--- src/eur_pkg.sv ---
`default_nettype none

package eur_pkg;

    // Pulse counter width; the distance datapath widths follow from it.
    localparam int PULSE_COUNT_BITS = 17;

    // pulse * 17 fits in PULSE_COUNT_BITS + 5 bits.
    localparam int PROD_BITS  = PULSE_COUNT_BITS + 5;
    // Divide by 100 as a shift by two and then a divide by 25.
    localparam int QUART_BITS = PROD_BITS - 2;
    localparam int RECIP_SHIFT = QUART_BITS + 5;
    localparam longint unsigned RECIP_FULL =
        ((64'd1 << RECIP_SHIFT) + 64'd24) / 64'd25;
    localparam int RECIP_BITS = RECIP_SHIFT - 4;
    localparam int RECIP_PROD_BITS = QUART_BITS + RECIP_BITS;
    localparam logic [RECIP_BITS-1:0] DIST_RECIP = RECIP_BITS'(RECIP_FULL);
    localparam logic [PROD_BITS-1:0] DIST_MUL = PROD_BITS'(17);

    localparam logic [15:0] TRIG_LOW_TICKS = 16'd2;

    localparam logic [PULSE_COUNT_BITS-1:0] PULSE_MAX = '1;

    // Configuration register indexes.
    localparam int CFG_INDEX_BITS = 8;
    localparam logic [CFG_INDEX_BITS-1:0] CFG_TRIGGER_WIDTH = 8'd0;
    localparam logic [CFG_INDEX_BITS-1:0] CFG_TIMEOUT       = 8'd1;
    localparam logic [CFG_INDEX_BITS-1:0] CFG_MIN_DISTANCE  = 8'd2;
    localparam logic [CFG_INDEX_BITS-1:0] CFG_MAX_DISTANCE  = 8'd3;

    localparam logic STATUS_OK      = 1'b0;
    localparam logic STATUS_TIMEOUT = 1'b1;

    typedef enum logic [4:0] {
        PH_IDLE      = 5'b00001,
        PH_TRIG_LOW  = 5'b00010,
        PH_TRIG_HIGH = 5'b00100,
        PH_WAIT      = 5'b01000,
        PH_MEASURE   = 5'b10000
    } phase_t;

    typedef struct packed {
        logic start_req;
        logic echo_level;
    } in_word_t;

    typedef struct packed {
        logic        trigger_level;
        logic        busy_res;
        logic        done_res;
        logic        status;
        logic [15:0] range_mm;
    } out_word_t;

    typedef struct packed {
        logic [7:0]  trigger_width_us;
        logic [15:0] timeout_us;
        logic [15:0] min_range_mm;
        logic [15:0] max_range_mm;
    } cfg_t;

endpackage

`default_nettype wire

--- src/ultrasonic_echo_ranger_unit.sv ---
// Channel  Direction  Handshake          Word
// in       input      in_valid/in_stall  in_word    (start_req, echo_level)
// out      output     out_valid/out_stall out_word  (trigger, busy, done, status, distance)
// cfg      input      cfg_valid/cfg_ready cfg_index, cfg_data
//
// One word in per cycle while in_stall is low, one word out per word in; a word passes
// through the input register and then the result register around the per-tick update.
// Reset (rst_n low, asynchronous) restores register defaults and goes idle.
// A stalled output holds its word; the input register then fills and in_stall rises.
// cfg_ready is always high; writes take effect on the next tick.
`default_nettype none

module ultrasonic_echo_ranger_unit (
    input  wire logic                               clk,
    input  wire logic                               rst_n,
    input  wire logic                               in_valid,
    output      logic                               in_stall,
    input  wire eur_pkg::in_word_t                  in_word,
    output      logic                               out_valid,
    input  wire logic                               out_stall,
    output eur_pkg::out_word_t                      out_word,
    input  wire logic                               cfg_valid,
    output      logic                               cfg_ready,
    input  wire logic [eur_pkg::CFG_INDEX_BITS-1:0] cfg_index,
    input  wire logic [15:0]                        cfg_data
);

    eur_pkg::cfg_t      cfg;
    eur_pkg::in_word_t  in_word_reg;
    logic               in_valid_reg;
    eur_pkg::out_word_t out_word_reg;
    logic               out_valid_reg;
    eur_pkg::out_word_t result;
    logic               advance;
    logic               accept;

    assign cfg_ready = 1'b1;

    eur_cfg_regs u_cfg (
        .clk      (clk),
        .rst_n    (rst_n),
        .wr_en    (cfg_valid),
        .wr_index (cfg_index),
        .wr_data  (cfg_data),
        .cfg      (cfg)
    );

    // advance the held word when the result register is free or being drained
    assign advance  = in_valid_reg && (!out_valid_reg || !out_stall);
    assign in_stall = in_valid_reg && !advance;
    assign accept   = in_valid && !in_stall;

    eur_core u_core (
        .clk    (clk),
        .rst_n  (rst_n),
        .step   (advance),
        .item   (in_word_reg),
        .cfg    (cfg),
        .result (result)
    );

    always_ff @(posedge clk or negedge rst_n)
    begin
        if (!rst_n)
        begin
            in_valid_reg  <= 1'b0;
            out_valid_reg <= 1'b0;
        end
        else
        begin
            if (accept)
            begin
                in_valid_reg <= 1'b1;
            end
            else if (advance)
            begin
                in_valid_reg <= 1'b0;
            end

            if (advance)
            begin
                out_valid_reg <= 1'b1;
            end
            else if (!out_stall)
            begin
                out_valid_reg <= 1'b0;
            end
        end
    end

    always_ff @(posedge clk)
    begin
        if (accept)
        begin
            in_word_reg <= in_word;
        end
        if (advance)
        begin
            out_word_reg <= result;
        end
    end

    assign out_valid = out_valid_reg;
    assign out_word  = out_word_reg;

    a_done_busy: assert property (@(posedge clk) disable iff (!rst_n)
        out_valid && out_word.done_res |-> out_word.busy_res)
        else $error("done without busy");

    a_trig_busy: assert property (@(posedge clk) disable iff (!rst_n)
        out_valid && out_word.trigger_level |-> out_word.busy_res && !out_word.done_res)
        else $error("trigger outside a measurement");

    a_stall_full: assert property (@(posedge clk) disable iff (!rst_n)
        in_stall |-> in_valid_reg && out_valid_reg && out_stall)
        else $error("input stalled with room downstream");

    a_out_fill: assert property (@(posedge clk) disable iff (!rst_n)
        advance |=> out_valid)
        else $error("stepped word lost");

endmodule

`default_nettype wire

--- src/eur_cfg_regs.sv ---
`default_nettype none

module eur_cfg_regs (
    input  wire logic                               clk,
    input  wire logic                               rst_n,
    input  wire logic                               wr_en,
    input  wire logic [eur_pkg::CFG_INDEX_BITS-1:0] wr_index,
    input  wire logic [15:0]                        wr_data,
    output eur_pkg::cfg_t                           cfg
);

    eur_pkg::cfg_t cfg_reg;
    eur_pkg::cfg_t cfg_next;

    always_comb
    begin
        cfg_next = cfg_reg;
        if (wr_en)
        begin
            unique case (wr_index)
                eur_pkg::CFG_TRIGGER_WIDTH: cfg_next.trigger_width_us = wr_data[7:0];
                eur_pkg::CFG_TIMEOUT:       cfg_next.timeout_us       = wr_data;
                eur_pkg::CFG_MIN_DISTANCE:  cfg_next.min_range_mm     = wr_data;
                eur_pkg::CFG_MAX_DISTANCE:  cfg_next.max_range_mm     = wr_data;
                default:                    cfg_next = cfg_reg;
            endcase
        end
    end

    always_ff @(posedge clk or negedge rst_n)
    begin
        if (!rst_n)
        begin
            cfg_reg.trigger_width_us <= 8'd12;
            cfg_reg.timeout_us       <= 16'd30000;
            cfg_reg.min_range_mm     <= 16'd20;
            cfg_reg.max_range_mm     <= 16'd4000;
        end
        else
        begin
            cfg_reg <= cfg_next;
        end
    end

    assign cfg = cfg_reg;

endmodule

`default_nettype wire

--- src/eur_core.sv ---
`default_nettype none

module eur_core (
    input  wire logic             clk,
    input  wire logic             rst_n,
    input  wire logic             step,
    input  wire eur_pkg::in_word_t item,
    input  wire eur_pkg::cfg_t    cfg,
    output eur_pkg::out_word_t    result
);

    eur_pkg::phase_t phase_reg, phase_next;
    logic [15:0]     cnt_reg, cnt_next;
    logic [eur_pkg::PULSE_COUNT_BITS-1:0] pulse_reg, pulse_next;
    logic [15:0]     dist_reg, dist_next;
    logic            stat_reg, stat_next;

    logic [15:0]                          width;
    logic [15:0]                          cnt_inc;
    logic [eur_pkg::PROD_BITS-1:0]        prod;
    logic [eur_pkg::QUART_BITS-1:0]       quart;
    logic [eur_pkg::RECIP_PROD_BITS-1:0]  recip_prod;
    logic [eur_pkg::QUART_BITS-1:0]       quot;
    logic [eur_pkg::QUART_BITS-1:0]       lo_clamped;
    logic [eur_pkg::QUART_BITS-1:0]       clamped;
    logic                                 trig;
    logic                                 busy;
    logic                                 done;

    // Distance = pulse * 17 / 100, divide done as (x >> 2) * recip(25).
    always_comb
    begin
        prod       = eur_pkg::PROD_BITS'(pulse_reg) * eur_pkg::DIST_MUL;
        quart      = prod[eur_pkg::PROD_BITS-1:2];
        recip_prod = eur_pkg::RECIP_PROD_BITS'(quart) *
                     eur_pkg::RECIP_PROD_BITS'(eur_pkg::DIST_RECIP);
        quot       = eur_pkg::QUART_BITS'(recip_prod >> eur_pkg::RECIP_SHIFT);
        lo_clamped = (quot < eur_pkg::QUART_BITS'(cfg.min_range_mm)) ?
                     eur_pkg::QUART_BITS'(cfg.min_range_mm) : quot;
        clamped    = (lo_clamped > eur_pkg::QUART_BITS'(cfg.max_range_mm)) ?
                     eur_pkg::QUART_BITS'(cfg.max_range_mm) : lo_clamped;
    end

    always_comb
    begin
        width      = (cfg.trigger_width_us == 8'd0) ? 16'd1 : {8'd0, cfg.trigger_width_us};
        cnt_inc    = cnt_reg + 16'd1;
        phase_next = phase_reg;
        cnt_next   = cnt_reg;
        pulse_next = pulse_reg;
        dist_next  = dist_reg;
        stat_next  = stat_reg;
        trig       = 1'b0;
        busy       = 1'b1;
        done       = 1'b0;

        unique case (phase_reg)
            eur_pkg::PH_IDLE:
            begin
                if (item.start_req)
                begin
                    phase_next = eur_pkg::PH_TRIG_LOW;
                    cnt_next   = 16'd1;
                end
                else
                begin
                    busy = 1'b0;
                end
            end
            eur_pkg::PH_TRIG_LOW:
            begin
                cnt_next = cnt_inc;
                if (cnt_inc >= eur_pkg::TRIG_LOW_TICKS)
                begin
                    phase_next = eur_pkg::PH_TRIG_HIGH;
                    cnt_next   = 16'd0;
                end
            end
            eur_pkg::PH_TRIG_HIGH:
            begin
                trig     = 1'b1;
                cnt_next = cnt_inc;
                if (cnt_inc >= width)
                begin
                    phase_next = eur_pkg::PH_WAIT;
                    cnt_next   = 16'd0;
                end
            end
            eur_pkg::PH_WAIT:
            begin
                if (item.echo_level)
                begin
                    if (cfg.timeout_us == 16'd0)
                    begin
                        pulse_next = '0;
                        done       = 1'b1;
                        stat_next  = eur_pkg::STATUS_TIMEOUT;
                        phase_next = eur_pkg::PH_IDLE;
                        cnt_next   = 16'd0;
                    end
                    else
                    begin
                        pulse_next = eur_pkg::PULSE_COUNT_BITS'(1);
                        phase_next = eur_pkg::PH_MEASURE;
                        cnt_next   = 16'd1;
                    end
                end
                else if (cnt_reg >= cfg.timeout_us)
                begin
                    done       = 1'b1;
                    stat_next  = eur_pkg::STATUS_TIMEOUT;
                    phase_next = eur_pkg::PH_IDLE;
                    cnt_next   = 16'd0;
                end
                else
                begin
                    cnt_next = cnt_inc;
                end
            end
            eur_pkg::PH_MEASURE:
            begin
                if (!item.echo_level)
                begin
                    done       = 1'b1;
                    stat_next  = eur_pkg::STATUS_OK;
                    dist_next  = clamped[15:0];
                    phase_next = eur_pkg::PH_IDLE;
                    cnt_next   = 16'd0;
                end
                else if (cnt_reg >= cfg.timeout_us)
                begin
                    done       = 1'b1;
                    stat_next  = eur_pkg::STATUS_TIMEOUT;
                    phase_next = eur_pkg::PH_IDLE;
                    cnt_next   = 16'd0;
                end
                else
                begin
                    cnt_next = cnt_inc;
                    // saturate the pulse count
                    if (pulse_reg != eur_pkg::PULSE_MAX)
                    begin
                        pulse_next = pulse_reg + eur_pkg::PULSE_COUNT_BITS'(1);
                    end
                end
            end
            default:
            begin
                phase_next = eur_pkg::PH_IDLE;
                cnt_next   = 16'd0;
            end
        endcase
    end

    always_ff @(posedge clk or negedge rst_n)
    begin
        if (!rst_n)
        begin
            phase_reg <= eur_pkg::PH_IDLE;
            cnt_reg   <= 16'd0;
            pulse_reg <= '0;
            dist_reg  <= 16'd0;
            stat_reg  <= 1'b0;
        end
        else if (step)
        begin
            phase_reg <= phase_next;
            cnt_reg   <= cnt_next;
            pulse_reg <= pulse_next;
            dist_reg  <= dist_next;
            stat_reg  <= stat_next;
        end
    end

    always_comb
    begin
        result.trigger_level = trig;
        result.busy_res      = busy;
        result.done_res      = done;
        result.status        = stat_next;
        result.range_mm      = dist_next;
    end

endmodule

`default_nettype wire

--- config.mk ---
export PLATFORM = sky130hd
export DESIGN_NAME = ultrasonic_echo_ranger_unit
export DESIGN_NICKNAME = d
export VERILOG_FILES = /design/src/eur_pkg.sv /design/src/ultrasonic_echo_ranger_unit.sv /design/src/eur_cfg_regs.sv /design/src/eur_core.sv
export SDC_FILE = /design/constraint.sdc
export NUM_CORES = 1
export LEC_CHECK = 0
export ABC_AREA = 1
export BUFFER_PORTS_ARGS = -buffer_cell sky130_fd_sc_hd__buf_2
export CAP_MARGIN = 20
export CORE_MARGIN = 5
export CORE_UTILIZATION = 45
export DETAILED_ROUTE_END_ITERATION = 10
export PLACE_DENSITY = 0.63
export SLEW_MARGIN = 20
export SYNTH_ARGS = -nofsm -noshare
export SYNTH_HDL_FRONTEND = slang
export SYNTH_SLANG_ARGS = --single-unit
--- constraint.sdc ---
create_clock -name clk -period 14.67 [get_ports clk]
set_input_delay 2.934 -clock clk [delete_from_list [all_inputs] [get_ports clk]]
set_output_delay 2.934 -clock clk [all_outputs]
set_load 0.03 [all_outputs]
==> impl_metrics.py <==
metrics = {
    "synthesis": {
        "synth_cell_types": 64,
        "avgSynthCellArea_um2": 8.166,
        "yosys_most_used_dff": "sky130_fd_sc_hd__dfrtp_1",
        "yosys.cell_count.top_type": "sky130_fd_sc_hd__inv_1",
        "syn_inst": 2042,
        "yosys-top-cells-area": "sky130_fd_sc_hd__ha_1, sky130_fd_sc_hd__fa_1, sky130_fd_sc_hd__dfrtp_1, sky130_fd_sc_hd__inv_1, sky130_fd_sc_hd__nand2_1",
        "synthDominantAreaCellType": "sky130_fd_sc_hd__ha_1",
        "synth_area_um2": 16670,
        "number_of_synthesis_warnings": 0,
        "synthArstFlopShare": 0.8370,
        "synth_top_area_share": 0.2206,
        "synth_edf_count": 22,
        "mappedNetlistNets": 2500,
        "synth_sequential_area_ratio": 0.2106,
        "synth_common_cells": "sky130_fd_sc_hd__inv_1, sky130_fd_sc_hd__nand2_1, sky130_fd_sc_hd__ha_1, sky130_fd_sc_hd__o21ai_0, sky130_fd_sc_hd__fa_1",
        "synth-seq-cells": 135,
    },
    "floorplan": {
        "die_width_um": 202.5,
        "rows": 70,
        "core-area_um2": 36610,
        "design.die.area_um2": 41000,
        "initial_core_util": 0.4555,
        "top_level_ports": 54,
        "dieHeight_um": 202.5,
    },
    "clocking": {
        "numClockSinks": 135,
        "numCtsBuffers": 17,
        "ctsHoldBuffers": 0,
        "cts_clk_pin_slew_worst_paths_ns": 0.06,
        "cts.htree.levels": 4,
        "max-clock-path-buffers": 2,
        "clk_latency_ns": 0.42,
        "cts-root-buf": "sky130_fd_sc_hd__clkbuf_16",
        "tritoncts": "done",
        "postCtsSetupBuffers": 0,
        "cts_resized": 0,
    },
    "grt": {
        "grt_remaining_overflow": 0,
        "antenna_found_initial": 0,
        "grt_first_pass_wirelength_um": 67620,
        "via_count_of_the_first_global_routing_pass": 13430,
        "grt_max_degree": 77,
        "track_usage": 0.2026,
    },
    "critical_path": {
        "ff2ff_setup_slack_ns": 2.58,
        "crit_required_ns": 15.03,
        "endpoint_arrival_time_on_the_critical_path_ns": 12.45,
        "critPathSlowestCell": "sky130_fd_sc_hd__nor2_1",
        "worstReg2RegStart": "u_core.pulse_reg[2]",
        "max_stage_delay_ns": 0.73,
        "critPathKind": "reg2reg",
        "crit_top_cell": "sky130_fd_sc_hd__nand2_1",
        "critPathCaptureType": "flop",
        "crit_path_start_kind": "flop",
        "critical_path.startpoint": "u_core.pulse_reg[2]",
        "worst-path-max-fanout": 32,
    },
    "drt": {
        "remaining_number_of_nets_flagged_by_the_antenna_check_after_routing": 0,
        "routed_via_density": 5.060,
        "first_pass_iters": 6,
        "initialDrtViolationCount": 638,
        "dr_total_vias": 13000,
        "wire_per_inst_um": 15.82,
        "drcViolationCount": 0,
        "finalWirelength_um": 40650,
    },
    "sta": {
        "fin_worst_skew_ns": 0.006446,
        "final_hold_viol_count": 0,
        "hold-worst-slack_ns": 0.4830,
        "fin_setup_tns_ns": 0,
        "timing.final.crit_share": 0.8243,
        "finalSetupViolations": 0,
        "achievable-frequency_mhz": 82.69,
        "report.final.slew_viol_count": 0,
        "grt_setup_unrepaired": "false",
        "timing_worst_slew_pin_value_ns": 1.051,
        "max_slew_margin": 0.2967,
        "period_minus_ws_final_ns": 12.09,
        "layout_setup_ws_ns": 2.577,
    },
    "job": {
        "maxCapViolCount": 0,
    },
    "layout": {
        "largest_register_ffs": 56,
        "insertedDiodeCount": 0,
        "layout_cell_share_with_drive_strength_beyond_1": 0.07615,
        "layout.nets": 2546,
        "syn_to_final_growth_pct": 7.721,
    },
    "placement": {
        "post-dp-hpwl_um": 34350,
        "gp_congestion": 0.9247,
        "placement.io_buffers": 52,
        "worst_setup_timing_slack_at_the_placement_stage_ns": 2.329,
    },
    "worst_hold_path": {
        "worst_min_delay_path_startpoint": "u_core.dist_reg[12]",
        "worstHoldPathType": "reg2reg",
    },
    "status": {
        "status": "completed",
    },
}
==> layout make-up <==
class                   instances  area, um^2
clock buffers                  19       442.9
clock inverters                13       83.83
fillers                      3603       18650
inverters                     490        1839
multi-input cells            1387       11200
flip-flops and latches        135        3511
well taps                     468       585.6
repair buffers                 57       300.3
==> worst max-delay path: cells and delay by family, from the launching register on <==
| kind | cells | cell delay [ns] |
|---|---|---|
| buf+inv | 4 | 0.49 |
| simple gates | 24 | 3.55 |
| fa+ha+maj | 12 | 4.96 |
| xor+xnor | 1 | 0.28 |
| flops | 1 | 0.51 |
| compound gates | 10 | 2.17 |
==> cell families after synthesis <==
| group | Yosys count | synth area share |
|---|---|---|
| compound gates | 267 | 0.09177 |
| xor+xnor | 60 | 0.03309 |
| fa+ha+maj | 427 | 0.3803 |
| buf+inv | 520 | 0.1191 |
| flops | 135 | 0.2105 |
| other cells | 1 | 0.0002249 |
| simple gates | 632 | 0.1650 |
==> per-layer routing <==
metal | vias to the layer above | wire length (um) | share of wire | global-route usage
met1 | 6152 | 18620 | 0.46 | 0.2722
met5 | - | 0 | 0 | 0
li1 | 6541 | - | - | -
met2 | 252 | 19540 | 0.48 | 0.3458
met4 | 0 | 1137 | 0.028 | 0.06135
met3 | 54 | 1358 | 0.033 | 0.02332
==> worst paths after layout <==
check | end | cells after the start
setup / recovery | u_core.dist_reg[13] | 51
hold / removal | u_core.dist_reg[12] | 2
setup reg to reg | u_core.dist_reg[13] | 51
hold reg to reg | u_core.dist_reg[12] | 2
max in group asynchronous | u_core.dist_reg[14] | 2
min in group asynchronous | u_core.cnt_reg[10] | 1
==> cells in the final DEF, fill, tap and decap left out, drive strengths merged, types with 2 or more instances in the layout <==
cell / synthesis / final
nand4: 18 / 18
ha: 294 / 294
nand3: 76 / 76
clkinv: 1 / 9
inv: 489 / 490
o21ai: 145 / 145
nor2: 86 / 86
or2: 9 / 9
a21boi: 4 / 4
edfxtp: 22 / 22
xor2: 46 / 46
nor3b: 3 / 3
dfstp: 18 / 18
a211oi: 4 / 4
clkbuf: 22 / 19
nand2: 397 / 397
xnor2: 14 / 14
o211a: 2 / 2
nand3b: 5 / 5
and2: 2 / 2
dfrtp: 95 / 95
nor3: 21 / 21
o41ai: 2 / 2
fa: 133 / 133
nor4: 12 / 12
buf: 7 / 57
clkinvlp: 0 / 4
o21bai: 9 / 9
o211ai: 4 / 4
a21oi: 87 / 87
a21o: 5 / 5
==> per-stage QoR <==
stage	utilization	cells	area, um^2
after floorplan	-	2042	16670
after global placement	0.4760	2537	17430
after detailed placement	0.4760	2537	17430
after CTS	0.4904	2569	17950
after global routing	0.4906	2569	17960
final	0.4906	2569	17960
Power is not shown: default switching activity piles up to over one toggle a cycle in this logic, so the estimate is an artifact.
